`src/crfp_pkg.sv`:
```
`timescale 1ns / 1ps

package crfp_pkg;

  localparam logic [7:0] SYNC_BYTE      = 8'h55;
  localparam logic [7:0] TYPE_PHOTO_ACK = 8'h48;
  localparam logic [7:0] TYPE_INFO      = 8'h52;
  localparam logic [7:0] TYPE_PACK_ACK  = 8'h45;
  localparam logic [7:0] TYPE_PACK_DATA = 8'h46;
  localparam logic [7:0] TERM_BYTE      = 8'h23;

  localparam logic [15:0] SUM_SEED = 16'(SYNC_BYTE) + 16'(TYPE_PACK_DATA);

  localparam logic ACT_RX    = 1'b0;
  localparam logic ACT_PHOTO = 1'b1;

  localparam logic [1:0] SESS_IDLE  = 2'd0;
  localparam logic [1:0] SESS_ACKED = 2'd1;
  localparam logic [1:0] SESS_INFO  = 2'd2;

  typedef enum logic [2:0] {
    KIND_PHOTO_ACK = 3'd0,
    KIND_INFO      = 3'd1,
    KIND_PACK_ACK  = 3'd2,
    KIND_HEADER    = 3'd3,
    KIND_PAYLOAD   = 3'd4,
    KIND_SUM_GOOD  = 3'd5,
    KIND_SUM_BAD   = 3'd6,
    KIND_DROPPED   = 3'd7
  } kind_e;

  typedef enum logic [2:0] {
    PH_SYNC      = 3'd0,
    PH_TYPE      = 3'd1,
    PH_ACK_BODY  = 3'd2,
    PH_INFO_BODY = 3'd3,
    PH_PACK_BODY = 3'd4,
    PH_HEADER    = 3'd5,
    PH_PAYLOAD   = 3'd6,
    PH_SUM       = 3'd7
  } phase_e;

  typedef struct packed {
    logic       action;
    logic [7:0] rx_byte;
  } item_t;

  typedef struct packed {
    kind_e       kind;
    logic [31:0] image_length;
    logic [15:0] packet_count;
    logic [15:0] packet_number;
    logic [9:0]  packet_length;
    logic [7:0]  payload;
    logic        payload_last;
  } result_t;

  typedef struct packed {
    logic  valid;
    item_t item;
  } stage_t;

  typedef struct packed {
    logic    valid;
    result_t res;
  } res_beat_t;

endpackage

```
`src/crfp_intf.sv`:
```
`timescale 1ns / 1ps

interface crfp_item_if;
  logic           valid;
  logic           ready;
  crfp_pkg::item_t data;
  modport source (output valid, output data, input ready);
  modport sink (input valid, input data, output ready);
endinterface

interface crfp_result_if;
  logic             valid;
  logic             ready;
  crfp_pkg::result_t data;
  modport source (output valid, output data, input ready);
  modport sink (input valid, input data, output ready);
endinterface

interface crfp_cfg_if;
  logic       valid;
  logic       ready;
  logic [7:0] data;
  modport source (output valid, output data, input ready);
  modport sink (input valid, input data, output ready);
endinterface

```
`src/camera_response_frame_parser_unit.sv`:
```
`timescale 1ns / 1ps

// channel  dir  payload                                  beat when
// in_ch    in   action, rx_byte                          valid && ready
// out_ch   out  kind, image_length, packet_count,         valid && ready
//               packet_number, packet_length, payload,
//               payload_last
// cfg_ch   in   device_id                                valid && ready
//
// one byte a cycle while out_ch is not stalled; a result is registered into
// the result register as its byte moves on from the input register
// in_ch.ready drops only while both registers hold and out_ch is stalled
// cfg_ch.ready is always high; reset clears all parse and session state
// and sets device_id to zero

module camera_response_frame_parser_unit #(
  parameter int MAX_PACKET_LEN = 512
) (
  input  logic          clk_i,
  input  logic          rst_ni,
  crfp_item_if.sink     in_ch,
  crfp_result_if.source out_ch,
  crfp_cfg_if.sink      cfg_ch
);
  import crfp_pkg::*;

  stage_t     stage;
  res_beat_t  beat;
  logic       advance;
  logic [7:0] device_id_q;

  assign cfg_ch.ready = 1'b1;

  always_ff @(posedge clk_i or negedge rst_ni) begin
    if (!rst_ni) begin
      device_id_q <= '0;
    end else if (cfg_ch.valid) begin
      device_id_q <= cfg_ch.data;
    end
  end

  crfp_in_stage u_in_stage (
    .clk_i     (clk_i),
    .rst_ni    (rst_ni),
    .in_ch     (in_ch),
    .advance_i (advance),
    .stage_o   (stage)
  );

  crfp_parser #(
    .MAX_PACKET_LEN (MAX_PACKET_LEN)
  ) u_parser (
    .clk_i       (clk_i),
    .rst_ni      (rst_ni),
    .stage_i     (stage),
    .advance_i   (advance),
    .device_id_i (device_id_q),
    .beat_o      (beat)
  );

  crfp_out_stage u_out_stage (
    .clk_i     (clk_i),
    .rst_ni    (rst_ni),
    .beat_i    (beat),
    .advance_o (advance),
    .out_ch    (out_ch)
  );

endmodule

```
`src/crfp_in_stage.sv`:
```
`timescale 1ns / 1ps

module crfp_in_stage (
  input  logic              clk_i,
  input  logic              rst_ni,
  crfp_item_if.sink         in_ch,
  input  logic              advance_i,
  output crfp_pkg::stage_t  stage_o
);
  import crfp_pkg::*;

  logic  vld_q, vld_d;
  item_t item_q;
  logic  accept;

  assign in_ch.ready = !vld_q || advance_i;
  assign accept      = in_ch.valid && in_ch.ready;

  always_comb begin
    if (accept) begin
      vld_d = 1'b1;
    end else if (advance_i) begin
      vld_d = 1'b0;
    end else begin
      vld_d = vld_q;
    end
  end

  always_ff @(posedge clk_i or negedge rst_ni) begin
    if (!rst_ni) begin
      vld_q <= 1'b0;
    end else begin
      vld_q <= vld_d;
    end
  end

  always_ff @(posedge clk_i) begin
    if (accept) begin
      item_q <= in_ch.data;
    end
  end

  assign stage_o.valid = vld_q;
  assign stage_o.item  = item_q;

endmodule

```
`src/crfp_parser.sv`:
```
`timescale 1ns / 1ps

module crfp_parser #(
  parameter int MAX_PACKET_LEN = 512
) (
  input  logic                clk_i,
  input  logic                rst_ni,
  input  crfp_pkg::stage_t    stage_i,
  input  logic                advance_i,
  input  logic [7:0]          device_id_i,
  output crfp_pkg::res_beat_t beat_o
);
  import crfp_pkg::*;

  phase_e          phase_q, phase_d;
  logic [9:0]      idx_q, idx_d;
  logic [15:0]     run_q, run_d;
  logic [15:0]     lat_q, lat_d;
  logic [1:0]      sess_q, sess_d;
  logic [9:0]      len_q, len_d;
  logic [15:0]     num_q, num_d;
  logic [5:0][7:0] fa_q, fa_d;
  logic            id_ok_q, id_ok_d;

  logic        consume;
  logic [7:0]  b;
  logic [2:0]  slot;
  logic [15:0] len16;
  logic [15:0] run_next;
  logic [9:0]  idx_inc;
  logic        last;
  logic [15:0] got;
  logic        emit;
  result_t     res;

  assign consume = stage_i.valid && advance_i;
  assign b       = stage_i.item.rx_byte;

  always_comb begin
    phase_d  = phase_q;
    idx_d    = idx_q;
    run_d    = run_q;
    lat_d    = lat_q;
    sess_d   = sess_q;
    len_d    = len_q;
    num_d    = num_q;
    fa_d     = fa_q;
    id_ok_d  = id_ok_q;
    emit     = 1'b0;
    res      = '0;
    slot     = '0;
    len16    = '0;
    run_next = run_q + 16'(b);
    idx_inc  = idx_q + 10'd1;
    last     = 1'b0;
    got      = {b, fa_q[0]};
    if (consume) begin
      if (stage_i.item.action == ACT_PHOTO) begin
        sess_d = SESS_IDLE;
      end else begin
        case (phase_q)
          PH_SYNC: begin
            if (b == SYNC_BYTE) begin
              phase_d = PH_TYPE;
              idx_d   = '0;
            end
          end
          PH_TYPE: begin
            idx_d   = '0;
            fa_d    = '0;
            id_ok_d = 1'b0;
            if (b == TYPE_PHOTO_ACK) begin
              phase_d = PH_ACK_BODY;
            end else if (b == TYPE_INFO && sess_q == SESS_ACKED) begin
              phase_d = PH_INFO_BODY;
            end else if (b == TYPE_PACK_ACK && sess_q == SESS_INFO) begin
              phase_d = PH_PACK_BODY;
            end else if (b == TYPE_PACK_DATA && sess_q == SESS_INFO) begin
              phase_d = PH_HEADER;
              run_d   = SUM_SEED;
            end
          end
          PH_ACK_BODY, PH_PACK_BODY: begin
            if (idx_q == '0) begin
              id_ok_d = (b == device_id_i);
              idx_d   = 10'd1;
            end else begin
              phase_d = PH_SYNC;
              idx_d   = '0;
              emit    = 1'b1;
              if (!id_ok_q || b != TERM_BYTE) begin
                res.kind = KIND_DROPPED;
              end else if (phase_q == PH_ACK_BODY) begin
                sess_d   = SESS_ACKED;
                res.kind = KIND_PHOTO_ACK;
              end else begin
                res.kind = KIND_PACK_ACK;
              end
            end
          end
          PH_INFO_BODY: begin
            if (idx_q == '0) begin
              id_ok_d = (b == device_id_i);
              idx_d   = 10'd1;
            end else if (idx_q <= 10'd6) begin
              slot       = idx_q[2:0] - 3'd1;
              fa_d[slot] = b;
              idx_d      = idx_inc;
            end else begin
              phase_d = PH_SYNC;
              idx_d   = '0;
              emit    = 1'b1;
              if (!id_ok_q || b != TERM_BYTE) begin
                res.kind = KIND_DROPPED;
              end else begin
                sess_d           = SESS_INFO;
                res.kind         = KIND_INFO;
                res.image_length = {fa_q[3], fa_q[2], fa_q[1], fa_q[0]};
                res.packet_count = {fa_q[5], fa_q[4]};
              end
            end
          end
          PH_HEADER: begin
            run_d = run_next;
            if (idx_q == '0) begin
              id_ok_d = (b == device_id_i);
              idx_d   = 10'd1;
            end else begin
              slot       = {1'b0, 2'(idx_q[1:0] - 2'd1)};
              fa_d[slot] = b;
              len16      = {fa_d[3], fa_d[2]};
              if (idx_q < 10'd4) begin
                idx_d = idx_inc;
              end else begin
                idx_d = '0;
                emit  = 1'b1;
                if (!id_ok_q || len16 > 16'(MAX_PACKET_LEN)) begin
                  phase_d  = PH_SYNC;
                  res.kind = KIND_DROPPED;
                end else begin
                  num_d             = {fa_d[1], fa_d[0]};
                  len_d             = len16[9:0];
                  res.kind          = KIND_HEADER;
                  res.packet_number = {fa_d[1], fa_d[0]};
                  res.packet_length = len16[9:0];
                  if (len16[9:0] == '0) begin
                    lat_d   = run_next;
                    phase_d = PH_SUM;
                  end else begin
                    phase_d = PH_PAYLOAD;
                  end
                end
              end
            end
          end
          PH_PAYLOAD: begin
            run_d = run_next;
            idx_d = idx_inc;
            last  = (idx_inc >= len_q);
            if (last) begin
              lat_d   = run_next;
              phase_d = PH_SUM;
              idx_d   = '0;
            end
            emit             = 1'b1;
            res.kind         = KIND_PAYLOAD;
            res.payload      = b;
            res.payload_last = last;
          end
          PH_SUM: begin
            if (idx_q == '0) begin
              fa_d    = '0;
              fa_d[0] = b;
              idx_d   = 10'd1;
            end else begin
              phase_d           = PH_SYNC;
              idx_d             = '0;
              emit              = 1'b1;
              res.kind          = (got == lat_q) ? KIND_SUM_GOOD : KIND_SUM_BAD;
              res.packet_number = num_q;
            end
          end
          default: begin
            phase_d = PH_SYNC;
          end
        endcase
      end
    end
    beat_o.valid = emit;
    beat_o.res   = res;
  end

  always_ff @(posedge clk_i or negedge rst_ni) begin
    if (!rst_ni) begin
      phase_q <= PH_SYNC;
      idx_q   <= '0;
      run_q   <= '0;
      lat_q   <= '0;
      sess_q  <= SESS_IDLE;
      len_q   <= '0;
      num_q   <= '0;
      fa_q    <= '0;
      id_ok_q <= 1'b0;
    end else begin
      phase_q <= phase_d;
      idx_q   <= idx_d;
      run_q   <= run_d;
      lat_q   <= lat_d;
      sess_q  <= sess_d;
      len_q   <= len_d;
      num_q   <= num_d;
      fa_q    <= fa_d;
      id_ok_q <= id_ok_d;
    end
  end

endmodule

```
`src/crfp_out_stage.sv`:
```
`timescale 1ns / 1ps

module crfp_out_stage (
  input  logic                clk_i,
  input  logic                rst_ni,
  input  crfp_pkg::res_beat_t beat_i,
  output logic                advance_o,
  crfp_result_if.source       out_ch
);
  import crfp_pkg::*;

  logic    vld_q, vld_d;
  result_t res_q;

  assign advance_o = !vld_q || out_ch.ready;
  assign vld_d     = advance_o ? beat_i.valid : vld_q;

  always_ff @(posedge clk_i or negedge rst_ni) begin
    if (!rst_ni) begin
      vld_q <= 1'b0;
    end else begin
      vld_q <= vld_d;
    end
  end

  always_ff @(posedge clk_i) begin
    if (advance_o && beat_i.valid) begin
      res_q <= beat_i.res;
    end
  end

  assign out_ch.valid = vld_q;
  assign out_ch.data  = res_q;

endmodule

```
`src/flat_wrapper.sv`:
```
// flat-port wrapper written by rule: the top's interface ports become plain ports
module camera_response_frame_parser_unit_flat import crfp_pkg::*;
#(
  parameter int MAX_PACKET_LEN = 512
)
  (clk_i, rst_ni, in_ch_valid, in_ch_data, in_ch_ready, out_ch_valid, out_ch_data, out_ch_ready, cfg_ch_valid, cfg_ch_data, cfg_ch_ready);
  crfp_item_if in_ch_i ();
  crfp_result_if out_ch_i ();
  crfp_cfg_if cfg_ch_i ();
  input  logic clk_i;
  input  logic rst_ni;
  input wire logic [$bits(in_ch_i.valid)-1:0] in_ch_valid;
  input wire logic [$bits(in_ch_i.data)-1:0] in_ch_data;
  output wire logic [$bits(in_ch_i.ready)-1:0] in_ch_ready;
  output wire logic [$bits(out_ch_i.valid)-1:0] out_ch_valid;
  output wire logic [$bits(out_ch_i.data)-1:0] out_ch_data;
  input wire logic [$bits(out_ch_i.ready)-1:0] out_ch_ready;
  input wire logic [$bits(cfg_ch_i.valid)-1:0] cfg_ch_valid;
  input wire logic [$bits(cfg_ch_i.data)-1:0] cfg_ch_data;
  output wire logic [$bits(cfg_ch_i.ready)-1:0] cfg_ch_ready;
  assign in_ch_i.valid = in_ch_valid;
  assign in_ch_i.data = in_ch_data;
  assign in_ch_ready = in_ch_i.ready;
  assign out_ch_valid = out_ch_i.valid;
  assign out_ch_data = out_ch_i.data;
  assign out_ch_i.ready = out_ch_ready;
  assign cfg_ch_i.valid = cfg_ch_valid;
  assign cfg_ch_i.data = cfg_ch_data;
  assign cfg_ch_ready = cfg_ch_i.ready;
  camera_response_frame_parser_unit #(.MAX_PACKET_LEN(MAX_PACKET_LEN)) u_core (.clk_i(clk_i), .rst_ni(rst_ni), .in_ch(in_ch_i), .out_ch(out_ch_i), .cfg_ch(cfg_ch_i));
endmodule
```
`config.mk`:
```
export PLATFORM = sky130hd
export DESIGN_NAME = camera_response_frame_parser_unit_flat
export DESIGN_NICKNAME = d
export VERILOG_FILES = /design/src/crfp_pkg.sv /design/src/crfp_intf.sv /design/src/camera_response_frame_parser_unit.sv /design/src/crfp_in_stage.sv /design/src/crfp_parser.sv /design/src/crfp_out_stage.sv /design/src/flat_wrapper.sv
export SDC_FILE = /design/constraint.sdc
export NUM_CORES = 1
export LEC_CHECK = 0
export BUFFER_PORTS_ARGS = -buffer_cell sky130_fd_sc_hd__buf_2
export CORE_MARGIN = 2
export CORE_UTILIZATION = 35
export CTS_CLUSTER_SIZE = 28
export DETAILED_ROUTE_END_ITERATION = 10
export GPL_TIMING_DRIVEN = 0
export SETUP_SLACK_MARGIN = 0.02
export SYNTH_ARGS = -nofsm -noshare
export SYNTH_HDL_FRONTEND = slang
export SYNTH_SLANG_ARGS = --single-unit
```
`constraint.sdc`:
```
create_clock -name clk_i -period 8.4 [get_ports clk_i]
set_input_delay 0.84 -clock clk_i [delete_from_list [all_inputs] [get_ports clk_i]]
set_output_delay 0.84 -clock clk_i [all_outputs]
set_load 0.02 [all_outputs]
```
Word-level counts from Yosys, hierarchy flattened

Index checks and enable logic that the tools add are counted.

Register bits: 227
Bits of input ports: 22
Output and inout bits: 89

$add $sub $neg: 4
Magnitude comparators: 8
Equal/unequal tests: 40
Multiplexer cells: 82
Bitwise gates (word level): 8
Reductions and logical operators: 40

Operators with widths:

| operator             | number |
|---|---|
| $mux 48              | 5 |
| $pmux 48 s4          | 1 |
| $mux 16              | 10 |
| $mux 51              | 2 |
| $bwmux 48            | 2 |
| $pmux 16 s2          | 3 |
| $mux 26              | 3 |
| $mux 10              | 6 |
| $pmux 10 s6          | 1 |
| $mux 3               | 19 |
| $eq 8x7->1 const B   | 5 |
| $ne 2x2->1 const B   | 15 |
| $demux 8 s3          | 1 |
| $logic_not 10->1     | 2 |
| $mux 2               | 9 |
| $ne 3x2->1 const B   | 6 |
| $pmux 3 s6           | 1 |
| $add 16x8->16        | 1 |
| $demux 8 s2          | 1 |
| $eq 16x16->1         | 1 |
| $gt 16x10->1 const B | 1 |
| $mux 8               | 2 |
| $reduce_and 8->1     | 2 |
| $pmux 3 s5           | 1 |
| other kinds (40)     | 82 |

Longest topological paths before layout

Gate-level depths: netlist (run 1).

Word-level depth: 12
Gate-level depth with buffers: 14
Mapped depth without buffers: 12

Hierarchy

A second synthesis (run 1) with hierarchy kept.

Cells, all modules: 953
Area total of the unflattened synthesis: 11094.4 um2

By module, submodules not included:

| module                            | instances | cells an instance | area an instance (um2) | sequential area each (um2) |
|---|---|---|---|---|
| crfp_parser                       | 1         | 830               | 7783.7                 | 3052.9 |
| crfp_out_stage                    | 1         | 90                | 2636.3                 | 2607.5 |
| camera_response_frame_parser_unit | 1         | 19                | 342.8                  | 200.2 |
| crfp_in_stage                     | 1         | 14                | 331.6                  | 295.3 |

Worst setup path before layout (run 1)

Ideal clock, no wire load.

Kind: register -> register
Start: register u_core.u_parser.idx_q[0]
End: register u_core.u_out_stage.res_q (netlist bit u_core.u_out_stage.out_ch.data[0]), enable pin
Setup time: 0.531 ns
Arrival time: 5.795 ns
Slack: 2.074 ns
Cell stages (with the launch flop): 11
Path buffers: 2
Period minus slack after synthesis: 6.326 ns
Cell sequence: dfrtp_1 > clkbuf_1 > inv_1 > ha_1 > buf_2 > nor2b_1 > nand3_1 > nand2_1 > nor2_1 > nor4b_1 > nor2_1

Cells in the longest elaborated chain, start to end: 7
Elaborated cells on any way between the ends: 12

Ends and longest elaborated chain:

| element                                    | line                                   | text |
|---|---|---|
| start, declared                            | crfp_parser.sv:16                      | `logic [9:0] idx_q, idx_d;` |
| start signal, assigned                     | crfp_parser.sv:206                     | `idx_q <= idx_d;` |
| $lt 10x3->1 or $le 10x3->1 (tied branches) | crfp_parser.sv:132, crfp_parser.sv:105 |  |
| $mux 1 (on tied branches)                  | crfp_parser.sv:132, crfp_parser.sv:105 |  |
| $mux 1 (on tied branches)                  | crfp_parser.sv:125, crfp_parser.sv:102 |  |
| $pmux 1 s4 *                               | crfp_parser.sv:61                      | `case (phase_q)` |
| $mux 1 *                                   | crfp_parser.sv:58                      | `if (stage_i.item.action == ACT_PHOTO) begin` |
| $mux 1 *                                   | crfp_parser.sv:57                      | `if (consume) begin` |
| $logic_and 1x1->1 *                        | crfp_out_stage.sv:27                   | `if (advance_o && beat_i.valid) begin` |
| end signal, assigned                       | crfp_out_stage.sv:28                   | `res_q <= beat_i.res;` |
| end, declared                              | crfp_out_stage.sv:13                   | `result_t res_q;` |

Every way passes the cells marked *; elsewhere a longest branch is shown, timed or not.
A chain may end at the register's enable or synchronous reset.

Worst setup path in the final report (run 1)

Start: register u_core.u_parser.idx_q[0]
End: register u_core.u_out_stage.res_q (netlist bit u_core.u_out_stage.out_ch.data[5]), enable pin

Same word-level chain as after synthesis.

==> metrics.log, run 1 <==
[metrics] outcome: completed
[metrics] reg2reg end: u_core.u_out_stage.out_ch.data[5]
[metrics] static leakage power: 5.293 nW
[metrics] clock buffer count from CTS: 24
[metrics] number of synthesized register bits: 227
[metrics] Area contributors post-synth: dfrtp_1, edfxtp_1, mux2_2, and2_1, a22o_1
[metrics] Clk Latency, worst-skew pair: 0.53 ns
[metrics] post-CTS setup buffer count: 0
[metrics] synth cell count leaders: dfrtp_1, edfxtp_1, and2_1
[metrics] data required time at the worst endpoint: 8.62 ns
[metrics] Die X-Extent: 182.8 um
[metrics] unrepaired setup endpoints after global routing: false
[metrics] core region area: 0.03147 mm^2
[metrics] IO Pins: 111
[metrics] kind of start point of the critical path: flop
[metrics] Setup WS pre-CTS: 3.960 ns
[metrics] Die Area: 0.03340 mm^2
[metrics] number of nets at the end of the flow: 1108
[metrics] buffers from clock root to sink, at most: 3
[metrics] Residual DRC: 0
[metrics] total global routing overflow: 0
[metrics] global-route wire length before repair: 46440 um
[metrics] overall fraction of global-route tracks in use: 18.02%
[metrics] clk root buf: clkbuf_16
[metrics] final-report max-slew violation count: 0
[metrics] crit path setup slack, layout: 3.933 ns
[metrics] netlist area before placement: 0.01118 mm^2
[metrics] EDFF count, synth: 95
[metrics] first-pass iteration count of the detailed router: 7
[metrics] worst min-delay path class: input pin to async pin
[metrics] worst-margin pin slew: 0.9682 ns
[metrics] post-synthesis sequential area ratio: 55.04%
[metrics] total of cells resized after clock tree synthesis: 0
[metrics] Max-cap violations: 0
[metrics] most repeated cell in the gate-level netlist after synthesis: dfrtp_1
[metrics] CTS H-tree depth: 1
[metrics] clk sink count: 227
[metrics] number of library cell types mapped by synthesis: 75
[metrics] depth of the worst register-to-register path: 11
[metrics] smallest hold slack: 0.3689 ns
[metrics] number of nets in the synthesized netlist: 971
[metrics] Vias/cell: 5.390
[metrics] clock-pin slew reported for the worst setup and hold paths after clock tree synthesis: 0.07 ns
[metrics] Worst path max stage delay: 0.67 ns
[metrics] antenna violations before repair: 0
[metrics] FFs w/ async S/R, synth: 58.15%
[metrics] slowest stage cell, crit path: nor2_4
[metrics] final clock skew: 0.01438 ns
[metrics] kind of end point of the critical path: flop
[metrics] maximum fanout along the worst path: 35
[metrics] Yosys top cell area share: 29.53%
[metrics] total wire length after detailed routing: 30310 um
[metrics] remaining antenna violation count after routing: 0
[metrics] clock tree from TritonCTS: done
[metrics] vias after detailed routing: 7988
[metrics] Final period util: 53.17%
[metrics] placed wire-length estimate after detailed placement: 21650 um
[metrics] count of final setup violators: 0
[metrics] Arr. time, crit path: 4.69 ns
[metrics] area leader, netlist: dfrtp_1
[metrics] Syn Area/Cell: 12.09 um^2
[metrics] synthesized netlist cell count: 925
[metrics] DR iter-0 viols: 533
[metrics] number of global-route vias before repair: 7861
[metrics] cell area power density: 239.6 mW/mm^2
[metrics] final hold viol count: 0
[metrics] initial core utilization: 35.54%
[metrics] Final GP Congestion: 0.9670
[metrics] post-layout min period: 4.467 ns
[metrics] hold-fix buffer count after cts: 0
[metrics] standard-cell rows: 65
[metrics] number of diodes: 0
[metrics] synth warn: 0
[metrics] Reg2Reg Launch Point: u_core.u_parser.idx_q[0]
[metrics] input/output buffers: 108
[metrics] number of inserted filler cells in the final layout: 3028
[metrics] Fmax: 223.9 MHz
[metrics] maximum number of pins on one net before global-route repair: 80
[metrics] Peak supply drop: 0.1447 mV
[metrics] proportion of layout cells with a drive suffix above 1: 22.31%
[metrics] normalized max-slew margin: 34.55%
[metrics] most instantiated flip-flop cell in the synthesis netlist: dfrtp_1
[metrics] path type of the worst setup path: flop to flop
[metrics] layout overhead on the synthesized area: 17.50%
[metrics] chip height: 182.8 um
[metrics] worst setup slack for register-to-register paths: 3.93 ns
[metrics] final routed wire length divided by cell count: 20.45 um
[metrics] cells along the critical path: clkbuf_1, inv_1, ha_1, buf_2, nor2b_1, nand3_1, nand2_1, nor2_1, nor4b_1, nor2_4, buf_12
-- cells by family (layout without fill, tap and decap cells) --
group	Yosys count	count (layout)	synth area share (%)
mux	70	70	7.182
simple gates	260	260	13.14
buf+inv	78	233	3.088
xor+xnor	49	49	3.837
flops	227	227	55.04
compound gates	216	216	14.92
other cells	1	1	0.03353
fa+ha+maj	24	24	2.752
-- cells in the final DEF, fill, tap and decap left out, types with 15 or more instances in the layout --
cell type	netlist	routed
dfrtp_1	132	132
buf_2	6	113
edfxtp_1	95	95
and2_1	61	61
nor2_1	57	56
mux2_2	46	46
a22o_1	42	42
clkbuf_1	33	38
xor2_1	33	33
o21ai_0	30	30
nand2_1	29	29
a32o_1	29	29
clkbuf_16	0	26
inv_1	24	24
ha_1	23	23
nand3_1	19	19
a21oi_1	19	19
a22oi_1	17	17
xnor2_1	16	16
nor3_1	16	16
mux2i_1	15	15
-- worst max-delay path: cells and delay by family (launching register included) --
family,cells,cell delay (ns)
simple gates,6,2.23
fa+ha+maj,1,0.30
flops,1,0.41
buf+inv,4,1.17
-- state kept, by name (all words and copies together) (netlist names) --
signal and flops:
u_core.u_parser.run_q 16, u_core.u_parser.num_q 16, u_core.device_id_q 8, u_core.u_parser.fa_q 48, u_core.u_out_stage.out_ch.data 86, u_core.u_parser.len_q 10
u_core.u_parser.idx_q 10, u_core.u_parser.phase_q 3, u_core.u_parser.sess_q 2, u_core.u_in_stage.vld_q 1, u_core.u_parser.id_ok_q 1, u_core.u_out_stage.out_ch.valid 1
u_core.u_parser.lat_q 16, u_core.u_in_stage.stage_o 9
-- stage by stage --
step	utilization, %	cells	power [mW]	cell area (um^2)	setup TNS (ns)
2_1_floorplan	-	925	1.825	11180	0
3_3_place_gp	38.85	1435	2.043	12230	-69.20
3_5_place_dp	39.11	1438	2.056	12310	0
4_1_cts	41.75	1482	3.169	13140	0
5_1_grt	41.75	1482	3.293	13140	0
6_report	41.75	1482	3.149	13140	0
-- worst max path at each step --
| stage | from | to | slack (ns) |
|---|---|---|---|
| floorplan | u_core.u_parser.idx_q[0] | u_core.u_out_stage.out_ch.data[0] | 2.07 |
| global placement | u_core.u_parser.idx_q[0] | u_core.u_out_stage.out_ch.data[49] | -0.82 |
| detailed placement | u_core.u_parser.idx_q[0] | u_core.u_out_stage.out_ch.data[62] | 3.96 |
| CTS | u_core.u_parser.idx_q[0] | u_core.u_out_stage.out_ch.data[52] | 3.94 |
| global route | u_core.u_parser.idx_q[0] | u_core.u_out_stage.out_ch.data[61] | 3.63 |
| finish | u_core.u_parser.idx_q[0] | u_core.u_out_stage.out_ch.data[5] | 3.93 |
-- layout make-up --
class	count	area [um^2]	share of cell area (%)
timing repair buffer	111	614.3	4.675
tap	402	503.0	3.827
clock inverter	10	121.4	0.9235
buffer	52	247.7	1.885
inverter	26	97.59	0.7426
clock buffer	34	710.7	5.408
sequential	227	6156	46.84
multi-input combinational	620	4691	35.69
-- power by group --
part	switching, mW	internal [mW]
clock	0.448	0.655
sequential	0.0635	1.23
combinational	0.480	0.275
-- metal layers --
layer  global-route usage, %  share of wire [%]
met1                   26.16                 48
met4                   5.935                3.0
met3                   2.641                5.2
met2                   27.76                 44
met5                       0                  0
No activity file was read; power rests on OpenSTA's default activity.
==> run 2: changes to the inputs <==
==> constraint.sdc (replaced) <==
create_clock -name clk_i -period 4.3 [get_ports clk_i]
set_input_delay 0.43 -clock clk_i [delete_from_list [all_inputs] [get_ports clk_i]]
set_output_delay 0.43 -clock clk_i [all_outputs]
set_load 0.02 [all_outputs]
==> run 2 against run 1 <==
  * Clock power is 99% higher
  * Sequential cell count stayed put
  * Sequential power is 95% higher
  * Worst hold slack worse by 0.29 ns
  * Via count is 1.5% higher
  * Power is 97% higher
  * Routed wire length is 0.27% higher
  * Critical endpoint is now u_core.u_out_stage.out_ch.data[62]
  * Largest cell class unchanged
==> metrics.log, run 2 (synthesis results as in run 1) <==
[metrics] data required time at the worst endpoint: 4.52 ns (was 8.62 ns)
[metrics] remaining antenna violation count after routing: 0 (unchanged)
[metrics] IO Pins: 111 (unchanged)
[metrics] multi-input gate area in the final layout: 0.004715 mm^2 (was 0.004691 mm^2)
[metrics] vias after detailed routing: 8108 (was 7988)
[metrics] Vias/cell: 5.438 (was 5.390)
[metrics] uppermost metal layer occupied by signal nets: met4 (unchanged)
[metrics] Die Area: 0.03340 mm^2 (unchanged)
[metrics] core region area: 0.03147 mm^2 (unchanged)
[metrics] overall fraction of global-route tracks in use: 18.06% (was 18.02%)
[metrics] Final GP Congestion: 0.9366 (was 0.9670)
[metrics] placed wire-length estimate after detailed placement: 21460 um (was 21650 um)
[metrics] clock tree from TritonCTS: done (unchanged)
[metrics] CTS H-tree depth: 1 (unchanged)
[metrics] number of nets at the end of the flow: 1115 (was 1108)
[metrics] antenna violations before repair: 0 (unchanged)
[metrics] PnR Total Power: 6.199 mW (was 3.149 mW)
[metrics] number of inserted filler cells in the final layout: 2990 (was 3028)
[metrics] met2 wire len: 13570 um (was 13410 um)
[metrics] Die X-Extent: 182.8 um (unchanged)
[metrics] count of final setup violators: 0 (unchanged)
[metrics] unrepaired setup endpoints after global routing: false (unchanged)
[metrics] normalized max-slew margin: 34.26% (was 34.55%)
[metrics] clock-pin slew reported for the worst setup and hold paths after clock tree synthesis: 0.06 ns (was 0.07 ns)
[metrics] maximum number of pins on one net before global-route repair: 79 (was 80)
[metrics] Peak supply drop: 0.3005 mV (was 0.1447 mV)
[metrics] DR iter-0 viols: 633 (was 533)
[metrics] static leakage power: 5.351 nW (was 5.293 nW)
[metrics] Crit path max-delay family: simple AND/OR/NAND/NOR gates (unchanged)
[metrics] most common cell after layout, fill and taps aside: dfrtp_1 (unchanged)
[metrics] worst-margin pin slew: 0.9861 ns (was 0.9682 ns)
[metrics] slowest stage cell, crit path: nor2_4 (unchanged)
[metrics] standard-cell rows: 65 (unchanged)
[metrics] worst min-delay path class: input pin to flop (was input pin to async pin)
[metrics] wire length on met1: 14440 um (was 14410 um)
[metrics] Fmax: 246.6 MHz (was 223.9 MHz)
[metrics] initial core utilization: 35.54% (unchanged)
[metrics] most used cells in the layout excluding fill and tap cells: dfrtp_1, buf_2, edfxtp_1 (unchanged)
[metrics] cells along the critical path: buf_1, inv_1, ha_1, buf_2, nor2b_1, nand3_1, nand2_1, nor2_2, nor4b_4, nor2_4, buf_12 (was clkbuf_1, inv_1, ha_1, buf_2, nor2b_1, nand3_1, nand2_1, nor2_1, nor4b_1, nor2_4, buf_12)
[metrics] Worst path max stage delay: 0.49 ns (was 0.67 ns)
[metrics] chip height: 182.8 um (unchanged)
[metrics] clk root buf: clkbuf_16 (unchanged)
[metrics] Storage cell area: 0.006156 mm^2 (unchanged)
[metrics] kind of start point of the critical path: flop (unchanged)
[metrics] Max-cap violations: 0 (unchanged)
[metrics] final routed wire length divided by cell count: 20.38 um (was 20.45 um)
[metrics] post-layout min period: 4.055 ns (was 4.467 ns)
[metrics] Residual DRC: 0 (unchanged)
[metrics] maximum fanout along the worst path: 36 (was 35)
[metrics] clk sink count: 227 (unchanged)
[metrics] final-report max-slew violation count: 0 (unchanged)
[metrics] final hold viol count: 0 (unchanged)
[metrics] Final period util: 94.29% (was 53.17%)
[metrics] input/output buffers: 108 (unchanged)
[metrics] outcome: completed (unchanged)
[metrics] number of diodes: 0 (unchanged)
[metrics] clock buffer count from CTS: 26 (was 24)
[metrics] kind of end point of the critical path: flop (unchanged)
[metrics] final clock skew: 0.02326 ns (was 0.01438 ns)
[metrics] Arr. time, crit path: 4.28 ns (was 4.69 ns)
[metrics] first-pass iteration count of the detailed router: 5 (was 7)
[metrics] path type of the worst setup path: flop to flop (unchanged)
[metrics] global-route wire length before repair: 46690 um (was 46440 um)
[metrics] number of global-route vias before repair: 7858 (was 7861)
[metrics] total wire length after detailed routing: 30390 um (was 30310 um)
[metrics] layout overhead on the synthesized area: 18.30% (was 17.50%)
[metrics] Detail Route met3 WL: 1849 um (was 1586 um)
[metrics] Largest register FFs: 86 (unchanged)
[metrics] total global routing overflow: 0 (unchanged)
[metrics] buffers from clock root to sink, at most: 3 (unchanged)
[metrics] proportion of layout cells with a drive suffix above 1: 22.77% (was 22.31%)
[metrics] number of buffers and inverters on the critical path: 4 (unchanged)
[metrics] cell area power density: 468.5 mW/mm^2 (was 239.6 mW/mm^2)
[metrics] Clk Latency, worst-skew pair: 0.54 ns (was 0.53 ns)
[metrics] TNS Setup: 0 ns (unchanged)
## run 2: power breakdown
part | internal (mW) | switching (mW) | leakage, nW
clock | 1.32 | 0.868 | 0.421
combinational | 0.542 | 0.946 | 2.38
sequential | 2.40 | 0.125 | 2.55
## run 2: per-layer routing
layer  track usage (%)  vias up
met5                 0        -
met1             26.67     4040
li1                  -     3755
met4             4.097        0
met3             2.363       36
met2             28.38      277
## run 2: per-stage QoR
stage | instance area (um^2) | hold slack (ns) | setup slack [ns] | util [%] | cells
2_1_floorplan | 11190 | 0.1344 | 0.3573 | - | 925
3_3_place_gp | 12240 | 0.4624 | -1.157 | 38.88 | 1435
3_5_place_dp | 12310 | 0.4412 | -0.1281 | 39.11 | 1438
4_1_cts | 13200 | 0.06830 | 0.05067 | 41.92 | 1488
5_1_grt | 13230 | 0.06945 | 0.03290 | 42.04 | 1491
6_report | 13230 | 0.08185 | 0.2454 | 42.04 | 1491
## run 2: final timing paths
check | start | endpoint | slack, ns | cells past startpoint
hold / removal | in_ch_data[0] | u_core.u_in_stage.stage_o[0] | 0.08 | 1
max in group asynchronous | rst_ni | u_core.u_parser.fa_q[43] | 3.10 | 3
setup / recovery | u_core.u_parser.idx_q[0] | u_core.u_out_stage.out_ch.data[62] | 0.25 | 11
setup reg to reg | u_core.u_parser.idx_q[0] | u_core.u_out_stage.out_ch.data[62] | 0.25 | 11
hold reg to reg | u_core.u_parser.len_q[3] | u_core.u_parser.len_q[3] | 0.48 | 1
min in group asynchronous | rst_ni | u_core.u_in_stage.vld_q | 0.44 | 2
## run 2: cell type report
class,count,area share (%)
well taps,402,3.801
clock buffers,37,5.608
plain buffers,51,1.853
repair buffers,116,4.946
inverters,26,0.7376
flip-flops and latches,227,46.52
multi-input cells,621,35.63
clock inverters,11,0.8983
## run 2: worst reg2reg max path: stages, from the launching register on
cell and delay (ns):
dfrtp_1 0.40, buf_1 0.42, inv_1 0.24, ha_1 0.30, buf_2 0.21, nor2b_1 0.19, nand3_1 0.36, nand2_1 0.18
nor2_2 0.45, nor4b_4 0.18, nor2_4 0.49, buf_12 0.30
## run 2: what timing repair did
item,in CTS,in global routing
hold buffers,1,0
endpoints found under the hold margin,54,0
gates cloned,1,0
buffers inserted,0,4
gates resized for setup,2,5
setup endpoints to repair,63,85
pin swaps,1,2
==> run 3: changes to the inputs <==
==> constraint.sdc (replaced) <==
create_clock -name clk_i -period 3.5 [get_ports clk_i]
set_input_delay 0.7 -clock clk_i [delete_from_list [all_inputs] [get_ports clk_i]]
set_output_delay 0.7 -clock clk_i [all_outputs]
set_load 0.02 [all_outputs]
==> run 3 against run 2 <==
  * Combinational power grew 27%
  * Critical path depth grew 5
  * Fmax grew 21%
  * Core utilization grew 0.74 points
  * Critical path type unchanged
  * Worst hold slack gained 0.060 ns
  * Routed wire length grew 2.2%
  * Count of clock-buffer cells in the layout grew 1
  * Sequential power grew 23%
  * Clock skew grew 0.0059 ns
  * Worst setup slack lost 0.11 ns
  * Non-clock buffer count grew 13
==> metrics.log, run 3 (synthesis results as in run 1) <==
[metrics] maximum number of pins on one net before global-route repair: 76 (was 79)
[metrics] number of inserted filler cells in the final layout: 2958 (was 2990)
[metrics] IO Pins: 111 (unchanged)
[metrics] CTS H-tree depth: 1 (unchanged)
[metrics] static leakage power: 5.439 nW (was 5.351 nW)
[metrics] Arr. time, crit path: 3.77 ns (was 4.28 ns)
[metrics] multi-input gate area in the final layout: 0.004831 mm^2 (was 0.004715 mm^2)
[metrics] Die X-Extent: 182.8 um (unchanged)
[metrics] clk sink count: 227 (unchanged)
[metrics] worst-margin pin slew: 1.011 ns (was 0.9861 ns)
[metrics] cell area power density: 570.2 mW/mm^2 (was 468.5 mW/mm^2)
[metrics] Vias/cell: 5.426 (was 5.438)
[metrics] dpl cell area: 0.01233 mm^2 (was 0.01231 mm^2)
[metrics] Final period util: 96.05% (was 94.29%)
[metrics] most used cells in the layout excluding fill and tap cells: dfrtp_1, buf_2, edfxtp_1 (unchanged)
[metrics] vias after detailed routing: 8160 (was 8108)
[metrics] first-pass iteration count of the detailed router: 5 (unchanged)
[metrics] final routed wire length divided by cell count: 20.65 um (was 20.38 um)
[metrics] clk root buf: clkbuf_16 (unchanged)
[metrics] clock-pin slew reported for the worst setup and hold paths after clock tree synthesis: 0.06 ns (about the same)
[metrics] count of final setup violators: 0 (unchanged)
[metrics] clock buffer count from CTS: 26 (unchanged)
[metrics] most common cell after layout, fill and taps aside: dfrtp_1 (unchanged)
[metrics] DR iter-0 viols: 573 (was 633)
[metrics] proportion of layout cells with a drive suffix above 1: 25.77% (was 22.77%)
[metrics] placed wire-length estimate after detailed placement: 21700 um (was 21460 um)
[metrics] Setup WS pre-CTS: -0.6961 ns (was -0.1281 ns)
[metrics] placed insts: 1438 (unchanged)
[metrics] standard-cell rows: 65 (unchanged)
[metrics] overall fraction of global-route tracks in use: 18.57% (was 18.06%)
[metrics] buffers from clock root to sink, at most: 3 (unchanged)
[metrics] kind of start point of the critical path: flop (unchanged)
[metrics] final-report max-slew violation count: 0 (unchanged)
[metrics] Clk Latency, worst-skew pair: 0.55 ns (was 0.54 ns)
[metrics] input/output buffers: 108 (unchanged)
[metrics] remaining antenna violation count after routing: 0 (unchanged)
[metrics] total wire length after detailed routing: 31060 um (was 30390 um)
[metrics] path type of the worst setup path: flop to flop (unchanged)
[metrics] Die Area: 0.03340 mm^2 (unchanged)
[metrics] number of nets at the end of the flow: 1128 (was 1115)
[metrics] Largest register FFs: 86 (unchanged)
[metrics] layout overhead on the synthesized area: 20.39% (was 18.30%)
[metrics] core region area: 0.03147 mm^2 (unchanged)
[metrics] Residual DRC: 0 (unchanged)
[metrics] worst min-delay path class: input pin to async pin (was input pin to flop)
[metrics] PnR Total Power: 7.678 mW (was 6.199 mW)
[metrics] final cell count without fillers: 1504 (was 1491)
[metrics] total global routing overflow: 0 (unchanged)
[metrics] Storage cell area: 0.006158 mm^2 (was 0.006156 mm^2)
[metrics] data required time at the worst endpoint: 3.91 ns (was 4.52 ns)
[metrics] number of global-route vias before repair: 8005 (was 7858)
[metrics] outcome: completed (unchanged)
[metrics] Final GP Congestion: 0.9214 (was 0.9366)
[metrics] normalized max-slew margin: 32.60% (was 34.26%)
[metrics] clock tree from TritonCTS: done (unchanged)
[metrics] final hold viol count: 0 (unchanged)
[metrics] maximum fanout along the worst path: 10 (was 36)
[metrics] final clock skew: 0.02913 ns (was 0.02326 ns)
[metrics] initial core utilization: 35.54% (unchanged)
[metrics] Fmax: 297.5 MHz (was 246.6 MHz)
[metrics] chip height: 182.8 um (unchanged)
[metrics] post-layout min period: 3.362 ns (was 4.055 ns)
[metrics] post-layout instance area: 0.01347 mm^2 (was 0.01323 mm^2)
[metrics] Peak supply drop: 0.3326 mV (was 0.3005 mV)
[metrics] kind of end point of the critical path: flop (unchanged)
[metrics] antenna violations before repair: 0 (unchanged)
[metrics] Max-cap violations: 0 (unchanged)
[metrics] global-route wire length before repair: 47870 um (was 46690 um)
[metrics] number of diodes: 0 (unchanged)
[metrics] TNS Setup: 0 ns (unchanged)
[metrics] crit path setup slack, layout: 0.1382 ns (was 0.2454 ns)
run 3: metrics by stage:
| step | hold slack [ns] | utilization [%] |
|---|---|---|
| 2_1_floorplan | 0.4044 | - |
| 3_3_place_gp | 0.4624 | 38.95 |
| 3_5_place_dp | 0.4679 | 39.19 |
| 4_1_cts | 0.1371 | 42.43 |
| 5_1_grt | 0.1709 | 42.78 |
| 6_report | 0.1419 | 42.78 |
run 3: layout make-up:
| class | count | area share (%) |
|---|---|---|
| clock buffers | 38 | 5.389 |
| inverters | 26 | 0.7248 |
| well taps | 402 | 3.735 |
| plain buffers | 51 | 1.961 |
| flip-flops and latches | 227 | 45.74 |
| clock inverters | 10 | 0.8920 |
| multi-input cells | 621 | 35.88 |
| repair buffers | 129 | 5.687 |
run 3: what timing repair did:
item / CTS / global route
buffers inserted: 11 / 7
gates cloned: 1 / 0
setup endpoints to repair: 115 / 87
hold buffers: 0 / 0
pin swaps: 3 / 4
resized for setup: 19 / 14
run 3: path summary, 6_finish.rpt:
kind | from | end | slack (ns) | cells after the start
max reg2reg | u_core.u_parser.idx_q[0] | u_core.u_parser.lat_q[9] | 0.14 | 16
min reg2reg | u_core.u_parser.len_q[6] | u_core.u_parser.len_q[6] | 0.48 | 1
max in group asynchronous | rst_ni | u_core.u_parser.fa_q[40] | 2.57 | 2
max | u_core.u_parser.idx_q[0] | u_core.u_parser.lat_q[9] | 0.14 | 16
min | rst_ni | u_core.device_id_q[3] | 0.14 | 1
min in group clk_i | in_ch_data[3] | u_core.u_in_stage.stage_o[3] | 0.35 | 1
run 3: per-layer routing:
layer / global-route usage [%] / vias up / wire length [um]
met3: 2.303 / 40 / 1963
met5: 0 / - / 0
met1: 27.02 / 4039 / 14420
li1: - / 3786 / -
met2: 28.94 / 295 / 13890
met4: 5.903 / 0 / 794
run 3: critical path, stage by stage, from the launching register on:
cell and delay, ns:
dfrtp_2 0.37, clkbuf_8 0.17, nand3_1 0.09, nor2_2 0.12
and3_4 0.22, and3_4 0.22, xor2_4 0.17, ha_1 0.26
nand4_1 0.13, a211oi_1 0.06, or3_4 0.41, o21ai_4 0.17
a211oi_4 0.07, buf_4 0.19, buf_6 0.12, buf_4 0.15
mux2_4 0.29
run 3: power by group:
group / switching [mW] / leakage [nW] / internal [mW]
clock network: 1.10 / 0.408 / 1.59
logic: 1.18 / 2.48 / 0.709
registers: 0.148 / 2.55 / 2.95
total: 2.43 / 5.44 / 5.24
